File: config.mk
export PLATFORM = sky130hd
export DESIGN_NAME = chacha_ctrl
export DESIGN_NICKNAME = d
export VERILOG_FILES = /design/src/rtl/chacha_pkg.sv /design/src/rtl/chacha_ctrl.sv
export SDC_FILE = /design/constraint.sdc
export NUM_CORES = 1
export LEC_CHECK = 0
export BUFFER_PORTS_ARGS = -buffer_cell sky130_fd_sc_hd__buf_4
export CORE_ASPECT_RATIO = 1.2
export CORE_MARGIN = 4
export CORE_UTILIZATION = 25
export CTS_BUF_LIST = sky130_fd_sc_hd__clkbuf_4 sky130_fd_sc_hd__clkbuf_8 sky130_fd_sc_hd__clkbuf_16
export CTS_CLUSTER_DIAMETER = 100
export DETAILED_ROUTE_END_ITERATION = 12
export PLACE_DENSITY = 0.46
export SETUP_SLACK_MARGIN = 0.2
export SYNTH_ARGS = -nofsm -noshare
export SYNTH_HDL_FRONTEND = slang
export SYNTH_SLANG_ARGS = --single-unit
File: constraint.sdc
create_clock -name clk -period 3.5 [get_ports clk]
set_input_delay 0.35 -clock clk [delete_from_list [all_inputs] [get_ports clk]]
set_output_delay 0.35 -clock clk [all_outputs]
set_load 0.05 [all_outputs]
File: src/rtl/chacha_pkg.sv
// Shared types, constants and functions for the ChaCha20 stream cipher.
// No dependencies; used by the controller, datapath and top level.
`timescale 1ns / 1ps
package chacha_pkg;

	localparam int DoubleRoundsDefault = 10;
	localparam int CfgIdxW = 3;
	localparam int CfgDataW = 64;

	// Register indexes of the configuration port.
	typedef enum logic [CfgIdxW-1:0] {
		REG_KEY01   = 3'd0,
		REG_KEY23   = 3'd1,
		REG_KEY45   = 3'd2,
		REG_KEY67   = 3'd3,
		REG_NONCE01 = 3'd4,
		REG_NONCE2  = 3'd5
	} cfg_reg_t;

	localparam logic [31:0] Sigma0 = 32'h61707865;
	localparam logic [31:0] Sigma1 = 32'h3320646e;
	localparam logic [31:0] Sigma2 = 32'h79622d32;
	localparam logic [31:0] Sigma3 = 32'h6b206574;

	typedef enum logic [1:0] {
		ST_IDLE,
		ST_ROUND,
		ST_FINAL,
		ST_OUT
	} ctrl_state_t;

	// Commands from the controller to the datapath.
	typedef struct packed {
		logic load;       // load initial state from key, nonce, counter
		logic round;      // run one half double round (column or diagonal)
		logic diag;       // selects diagonal round
		logic finish;     // feed-forward add into keystream block
		logic take;       // capture the input beat and form the output byte
		logic clr_count;  // restart counter at zero before loading
	} dp_cmd_t;

	// Status from the datapath to the controller.
	typedef struct packed {
		logic need_block; // next byte needs a fresh block
	} dp_status_t;

	function automatic logic [31:0] rotl(input logic [31:0] v, input int n);
		rotl = (v << n) | (v >> (32 - n));
	endfunction

	// One quarter round on four words.
	function automatic logic [127:0] qround(input logic [31:0] a, input logic [31:0] b,
			input logic [31:0] c, input logic [31:0] d);
		logic [31:0] a1, b1, c1, d1;
		a1 = a + b;   d1 = rotl(d ^ a1, 16);
		c1 = c + d1;  b1 = rotl(b ^ c1, 12);
		a1 = a1 + b1; d1 = rotl(d1 ^ a1, 8);
		c1 = c1 + d1; b1 = rotl(b1 ^ c1, 7);
		qround = {d1, c1, b1, a1};
	endfunction

endpackage

File: src/rtl/chacha_ctrl.sv
// Controller state machine for the ChaCha20 stream cipher.
// Depends on chacha_pkg; drives the datapath through dp_cmd_t.
`timescale 1ns / 1ps
module chacha_ctrl #(
	parameter int DOUBLE_ROUNDS = chacha_pkg::DoubleRoundsDefault
) (
	input  logic                   clk,
	input  logic                   arst_n,
	input  logic                   in_valid,
	input  logic                   in_first,
	output logic                   in_ready,
	input  logic                   out_busy,
	input  chacha_pkg::dp_status_t status,
	output chacha_pkg::dp_cmd_t    cmd
);
	import chacha_pkg::*;

	localparam int HalfRounds = 2 * DOUBLE_ROUNDS;
	localparam int CntW = $clog2(HalfRounds + 1);

	ctrl_state_t state_q, state_d;
	logic [CntW-1:0] rnd_q;
	logic need;

	assign need = status.need_block || in_first;

	// State register and round counter.
	always_ff @(posedge clk or negedge arst_n) begin
		if (!arst_n) begin
			state_q <= ST_IDLE;
			rnd_q <= '0;
		end else begin
			state_q <= state_d;
			if (state_q == ST_IDLE) begin
				rnd_q <= '0;
			end else if (state_q == ST_ROUND) begin
				rnd_q <= rnd_q + 1'b1;
			end
		end
	end

	// Next state.
	always_comb begin
		state_d = state_q;
		unique case (state_q)
			ST_IDLE:  if (in_valid && need && !out_busy) state_d = ST_ROUND;
			ST_ROUND: if (rnd_q == CntW'(HalfRounds - 1)) state_d = ST_FINAL;
			ST_FINAL: state_d = ST_OUT;
			ST_OUT:   state_d = ST_IDLE;
			default:  state_d = ST_IDLE;
		endcase
	end

	// Outputs.
	always_comb begin
		cmd = '0;
		in_ready = 1'b0;
		unique case (state_q)
			ST_IDLE: begin
				cmd.load = in_valid && need && !out_busy;
				cmd.clr_count = in_first;
				in_ready = !need && !out_busy;
				cmd.take = in_valid && !need && !out_busy;
			end
			ST_ROUND: begin
				cmd.round = 1'b1;
				cmd.diag = rnd_q[0];
			end
			ST_FINAL: cmd.finish = 1'b1;
			ST_OUT: begin
				in_ready = 1'b1;
				cmd.take = in_valid;
			end
			default: ;
		endcase
	end

`ifndef SYNTH
	a_round_count: assert property (@(posedge clk) disable iff (!arst_n)
		state_q == ST_FINAL |-> $past(rnd_q) == CntW'(HalfRounds - 1))
		else $error("round count mismatch");
	a_out_after_final: assert property (@(posedge clk) disable iff (!arst_n)
		state_q == ST_FINAL |=> state_q == ST_OUT)
		else $error("final not followed by out");
	a_no_take_in_round: assert property (@(posedge clk) disable iff (!arst_n)
		state_q == ST_ROUND |-> !in_ready)
		else $error("ready during rounds");
`endif
endmodule

==> results of run 1 <==
==> power by group through the flow <==
stage | Sequential [mW] | Combinational (mW) | Clock, mW
after floorplan | 0.124 | 0.249 | 0
after global placement | 0.127 | 0.321 | 0
after detailed placement | 0.129 | 0.320 | 0
after CTS | 0.127 | 0.322 | 0.0850
after global routing | 0.130 | 0.345 | 0.0899
final | 0.128 | 0.318 | 0.0804
==> stage by stage <==
step / area (um2) / setup WS (ns) / util (%) / power, mW / hold WS [ns]
final: 583 / 1.41 / 35.5 / 0.526 / 0.444
after global routing: 583 / 1.22 / 35.5 / 0.565 / 0.447
after CTS: 583 / 1.40 / 35.5 / 0.534 / 0.442
after detailed placement: 543 / 1.70 / 33.1 / 0.448 / 0.168
after global placement: 543 / 1.73 / 33.1 / 0.448 / 0.170
after floorplan: 440 / 1.08 / - / 0.373 / 0.0544
==> synth_stat cells (all sizes together) <==
cell type / n
a21oi: 1
a31oi: 1
and2: 3
buf: 2
dfrtp: 7
ha: 5
inv: 4
mux2: 1
mux2i: 1
nand2: 2
nand3: 1
nand3b: 1
nand4: 1
nor2: 8
o31a: 1
o32a: 1
xnor2: 1
xor2: 3
==> cells in the final DEF (no fill, tap or decap), types with 2 or more instances in the layout <==
master and instances:
xor2_1 3, dfrtp_1 7, clkbuf_4 4, inv_1 3
and2_1 3, nand2_1 2, ha_1 5, nor2_1 8
buf_4 12
==> final timing paths <==
kind                       slack, ns          to        from
setup / recovery                1.41      cmd[1]  state_q[0]
hold / removal                  0.44    rnd_q[0]      arst_n
setup reg to reg                1.94  state_q[1]  state_q[1]
hold reg to reg                 0.55    rnd_q[1]    rnd_q[1]
max in group asynchronous       2.93    rnd_q[3]      arst_n
min in group clk                0.55    rnd_q[1]    rnd_q[1]
==> routing by layer <==
metal | up-vias | wire, um | global-route usage, % | share of wire (%)
li1 | 172 | - | - | -
met1 | 160 | 391 | 9.62 | 46
met2 | 15 | 379 | 11.5 | 44
met3 | 4 | 53 | 2.34 | 6.2
met4 | 0 | 31 | 9.95 | 3.6
met5 | - | 0 | 0 | 0
==> cells by family (layout without fill, tap and decap cells) <==
kind of cell             Yosys count  in the layout
AO/OA/AOI/OAI                      4              4
XOR/XNOR                           4              4
adder cells (fa/ha/maj)            5              5
buffers and inverters              6             21
flip-flops                         7              7
multiplexers                       2              2
AND/OR/NAND/NOR                   16             16
==> area by class of cell <==
cell class,instances,share of cell area [%]
well taps,18,3.86
inverters,4,2.58
repair buffers,13,17.2
flip-flops and latches,7,30.0
clock buffers,4,5.15
multi-input cells,31,41.2
==> registers in the layout, indices dropped and copies added (netlist names) <==
register	cells
state_q	2
rnd_q	5
==> what timing repair did <==
item	CTS	global route
hold endpoints to repair	7	0
resized for setup	0	0
hold buffers	1	0
==> results.cfg, run 1 <==
[outcome]
status = finished, final reports clean

[clocking]
clk_latency_ns = 0.25
htree_levels = 1
cts_buffers = 3
postCtsSetupBuffers = 0
cts_root_buffer = clkbuf_4
clock_path_buffers = 2
cts.clk_slew.worst_paths_ns = 0.05
cts_tree = yes
cts_sinks = 7

[sta]
worst-slew-pin-transition_ns = 0.355
drv_slew = 0
fmax_ghz = 0.479
period_share_pct = 59.6
fin_worst_skew_ns = 0.00547
relSlewSlack_pct = 76.3
finalSetupTns_ns = 0
setup_violations = 0
hold_viol = 0
period_needed_ns = 2.09
grt_setup_unrepaired = no

[worst_setup_path]
r2r_cells = 5
crit_required_ns = 3.15
slowest_delay_ns = 0.41
crit_type = reg2out
cp.depth = 6
arrival_ns = 1.74
crit_family = flip-flops
critPathLaunchType = flip-flop
crit_buf_inv = 2
cp_slowest_cell = dfrtp_1
cp_max_fo = 10
cp-end-kind = primary output
cp_cell_sequence = inv_1, ha_1, a31oi_1, nor2_1, and2_1, buf_4

[pwr]
pwr-share-seq_pct = 24.3
p_sw_share_pct = 48.3
switching_power_uw = 254
clkPwrFrac_pct = 15.3
combPwrFrac_pct = 60.5
p_int_uw = 272
p_leak_nw = 0.303
power.density_nw_per_um2 = 902
ir_drop_mv = 0.391

[floorplan]
die_w_um = 46.3
core-area_um2 = 1640
start_util_pct = 26.8
dieArea_um2 = 2500
die_h_um = 54.0
num_io_pins = 13
fp-row-count = 16

[detailed_routing]
wirelength_um = 856
ant_nets = 0
drc = 0
vias = 351
dr.pass1.iters = 2
wl_per_cell_um = 11.1
routed_via_density = 4.56
drt_iter0_drc = 3

[yosys]
ys_ff_latch = 7
synth_mux_area_share_pct = 4.83
synth_cells = 44
syn_nets = 55
synth_compound_area_share_pct = 7.67
synth_area_per_cell_um2 = 10.0
yosysUniqueCellTypes = 19
seq_area_frac_synth_pct = 39.8
synthSimpleGateAreaFrac_pct = 19.9
synth_top_family_by_area = simple AND/OR/NAND/NOR gates
synth_area_um2 = 440
synth_top_cell_by_area = dfrtp_1
yosys-top-cells-area = dfrtp_1 40%, ha_1 14%, nor2_1 6.8%, xor2_1 6.0%, nand3b_4 4.5%
synthAdderAreaFrac_pct = 14.2
yosysWarnings = 0
synth-xor-area-share_pct = 7.95
netlist.area_leader.share_pct = 39.8

[global_route]
grt_util_all_layers_pct = 8.48
antenna_found_initial = 0
grt_pass1_vias = 338
grt_pass1_wl_um = 1390
grt_max_degree = 11
grt-ovfl-total = 0

[cells_and_area]
areaGrowthSynthToFinish_pct = 32.4
multi_input_area_um2 = 240
num_antenna_cells = 0
stdcell_count = 77
num-fill-cells = 179
regArea_um2 = 175
nNetsFinal = 71
drive_above_1_share_pct = 32.2

[placement]
dp.cells = 72
dp_hpwl_um = 694
finalWeightedCongestion = 0.678
portBuffers = 12

[min_path]
hp-class = in2async

[job]
maxCapViolCount = 0
Power figures use the tool's default switching activity.
==> run 2, diff against run 1 <==
ABC_AREA = 1   (was unset)
PLACE_DENSITY = 0.47   (was 0.46)
clock period = 1.8 ns   (was 3.5 ns; I/O delays follow)
==> run 2 against run 1 <==
Cell area increased by 13%; sequential share of layout area shrank 3.5 points; sequential power is 84% higher; clock skew fell by 0.0048 ns; combinational power is 150% higher; power increased by 120%; register-to-register slack got worse by 1.4 ns; sequential cell count stayed put; clock-buffer cell count unchanged; global-route usage increased by 0.71 points; non-clock buffer count grew 2; clock power increased by 94%; highest routed layer unchanged.
==> results.cfg, run 2 <==
[global_route]
antenna_found_initial = 0
grt_pass1_wl_um = 1660
grt_util_all_layers_pct = 9.19
grt_max_degree = 9
grt-ovfl-total = 0
grt_pass1_vias = 421

[placement]
finalWeightedCongestion = 0.711
portBuffers = 12
dp.cells = 95
dpl_worst_slack_ns = 0.235
placed_cell_area_um2 = 576
dp_hpwl_um = 798

[cells_and_area]
mostFrequentLayoutCell = nand2_1
final_area_um2 = 659
areaGrowthSynthToFinish_pct = 45.6
layout_common_cells = 17 x nand2_1, 12 x buf_4, 11 x nor2_1
regMostFlops = rnd_q
reg_top3 = rnd_q x5, state_q x2
largest_reg_flops = 5
stdcell_count = 102
num-fill-cells = 198
num_antenna_cells = 0
nNetsFinal = 96
drive_above_1_share_pct = 33.3

[clocking]
clock_path_buffers = 2
cts_tree = yes
clk_latency_ns = 0.25
htree_levels = 1
cts.clk_slew.worst_paths_ns = 0.05
cts_root_buffer = clkbuf_4
cts_sinks = 7
cts_buffers = 3

[yosys]
yosys-top-cells-count = 17 x nand2_1, 13 x nor2_1, 11 x inv_1
ys_ff_latch = 7
synth_cells = 65
synthArstFlopShare_pct = 100
seq_area_frac_synth_pct = 38.7
synth_area_um2 = 453
syn_nets = 76
synth_top_cell_by_area = dfrtp_1
netlist.area_leader.share_pct = 38.7
yosysUniqueCellTypes = 10
synth_ff_type = dfrtp_1
synth_area_per_cell_um2 = 6.97
yosysWarnings = 0
synth-edff-count = 0
yosys-top-cells-area = dfrtp_1 39%, nand2_1 14%, ha_1 14%, nor2_1 11%, inv_1 9.1%
synth.most_common_cell = nand2_1

[sta]
whs_ns = 0.278
drv_slew = 0
setup_slack_ns = 0.227
grt_setup_unrepaired = yes
fmax_ghz = 0.636
fin_worst_skew_ns = 0.000682
finalSetupTns_ns = 0
worst-slew-pin-transition_ns = 0.158
period_share_pct = 87.4
period_needed_ns = 1.57
relSlewSlack_pct = 89.4
hold_viol = 0
setup_violations = 0

[pwr]
ir_drop_mv = 0.931
p_leak_nw = 0.364
power.density_nw_per_um2 = 1780

[detailed_routing]
wirelength_um = 1000
routed_via_density = 4.28
wl_per_cell_um = 9.81
dr.pass1.iters = 2
ant_nets = 0
drc = 0
drt_iter0_drc = 7
vias = 437

[worst_setup_path]
crit_required_ns = 1.62
arrival_ns = 1.39
crit_start = state_q[0]
cp_slowest_cell = dfrtp_1
r2r_start = state_q[1]
cp-end-kind = primary output
cp_max_fo = 7
cp_cell_sequence = inv_2, ha_4, inv_4, nor2_2, a21oi_2, nor3_2, buf_6
slowest_delay_ns = 0.38
crit_type = reg2out
critPathLaunchType = flip-flop

[outcome]
status = finished, final reports clean

[min_path]
hp-class = in2async

[floorplan]
fp-row-count = 16
die_h_um = 54.6
die_w_um = 46.9
core-area_um2 = 1680
start_util_pct = 26.9
dieArea_um2 = 2560
num_io_pins = 13

[job]
maxCapViolCount = 0
-- run 2: cell count changes after synthesis, sizes merged, moves of 2 or more --
| cell | before | now |
|---|---|---|
| inv | 4 | 11 |
| and2 | 3 | 0 |
| nand3 | 1 | 3 |
| o21ai | 0 | 3 |
| nand2 | 2 | 17 |
| nor3 | 0 | 2 |
| a21oi | 1 | 3 |
| buf | 2 | 0 |
| nor2 | 8 | 13 |
| xor2 | 3 | 0 |
-- run 2: where the power goes --
group | switching, mW | internal, mW | total, mW
Combinational | 0.486 | 0.297 | 0.783
Sequential | 0.0309 | 0.205 | 0.236
Clock | 0.0569 | 0.0996 | 0.156
-- run 2: cell families (layout without fill, tap and decap cells) --
family / Yosys count / after routing / share of synthesized area [%]
simple gates: 36 / 36 / 31.8
buf+inv: 11 / 30 / 9.12
flops: 7 / 7 / 38.7
compound gates: 6 / 6 / 6.63
fa+ha+maj: 5 / 5 / 13.8
-- run 2: cell type report --
class	instances	area (um2)	area share [%]
repair buffers	15	123	18.6
clock buffers	4	30.0	4.55
multi-input cells	47	265	40.2
inverters	11	43.8	6.64
well taps	18	22.5	3.42
flip-flops and latches	7	175	26.6
-- run 2: worst max-delay path, delay by kind of cell, from the launching register on --
kind	cells	cell delay [ns]
compound gates	1	0.07
fa+ha+maj	1	0.16
buf+inv	3	0.32
flops	1	0.38
simple gates	2	0.20
-- run 2: worst paths after layout --
check | to | slack, ns | depth (start not counted)
hold / removal | rnd_q[2] | 0.28 | 2
min in group clk | state_q[1] | 0.38 | 6
setup reg to reg | state_q[0] | 0.55 | 5
hold reg to reg | rnd_q[4] | 0.55 | 3
max in group asynchronous | state_q[0] | 1.40 | 2
setup / recovery | cmd[1] | 0.23 | 7
-- run 2: repair_timing --
action | CTS | global route
setup buffers | 2 | 0
gates cloned | 0 | 0
resized for setup | 8 | 2
pin swaps | 0 | 0
endpoints found under the hold margin | 7 | 0
endpoints found under the setup margin | 2 | 3
hold buffers | 1 | 0
-- run 2: through the flow --
step | util, % | total power [mW]
2_1_floorplan | - | 0.739
3_3_place_gp | 34.2 | 0.898
3_5_place_dp | 34.2 | 0.899
4_1_cts | 38.8 | 1.17
5_1_grt | 39.2 | 1.27
6_report | 39.2 | 1.18
-- run 2: routing by layer --
metal	vias to the layer above	global-route usage (%)	wire [um]
met5	-	0	0
met4	0	2.76	11
met3	3	3.95	39
met2	4	15.2	516
met1	193	10.6	433
li1	237	-	-
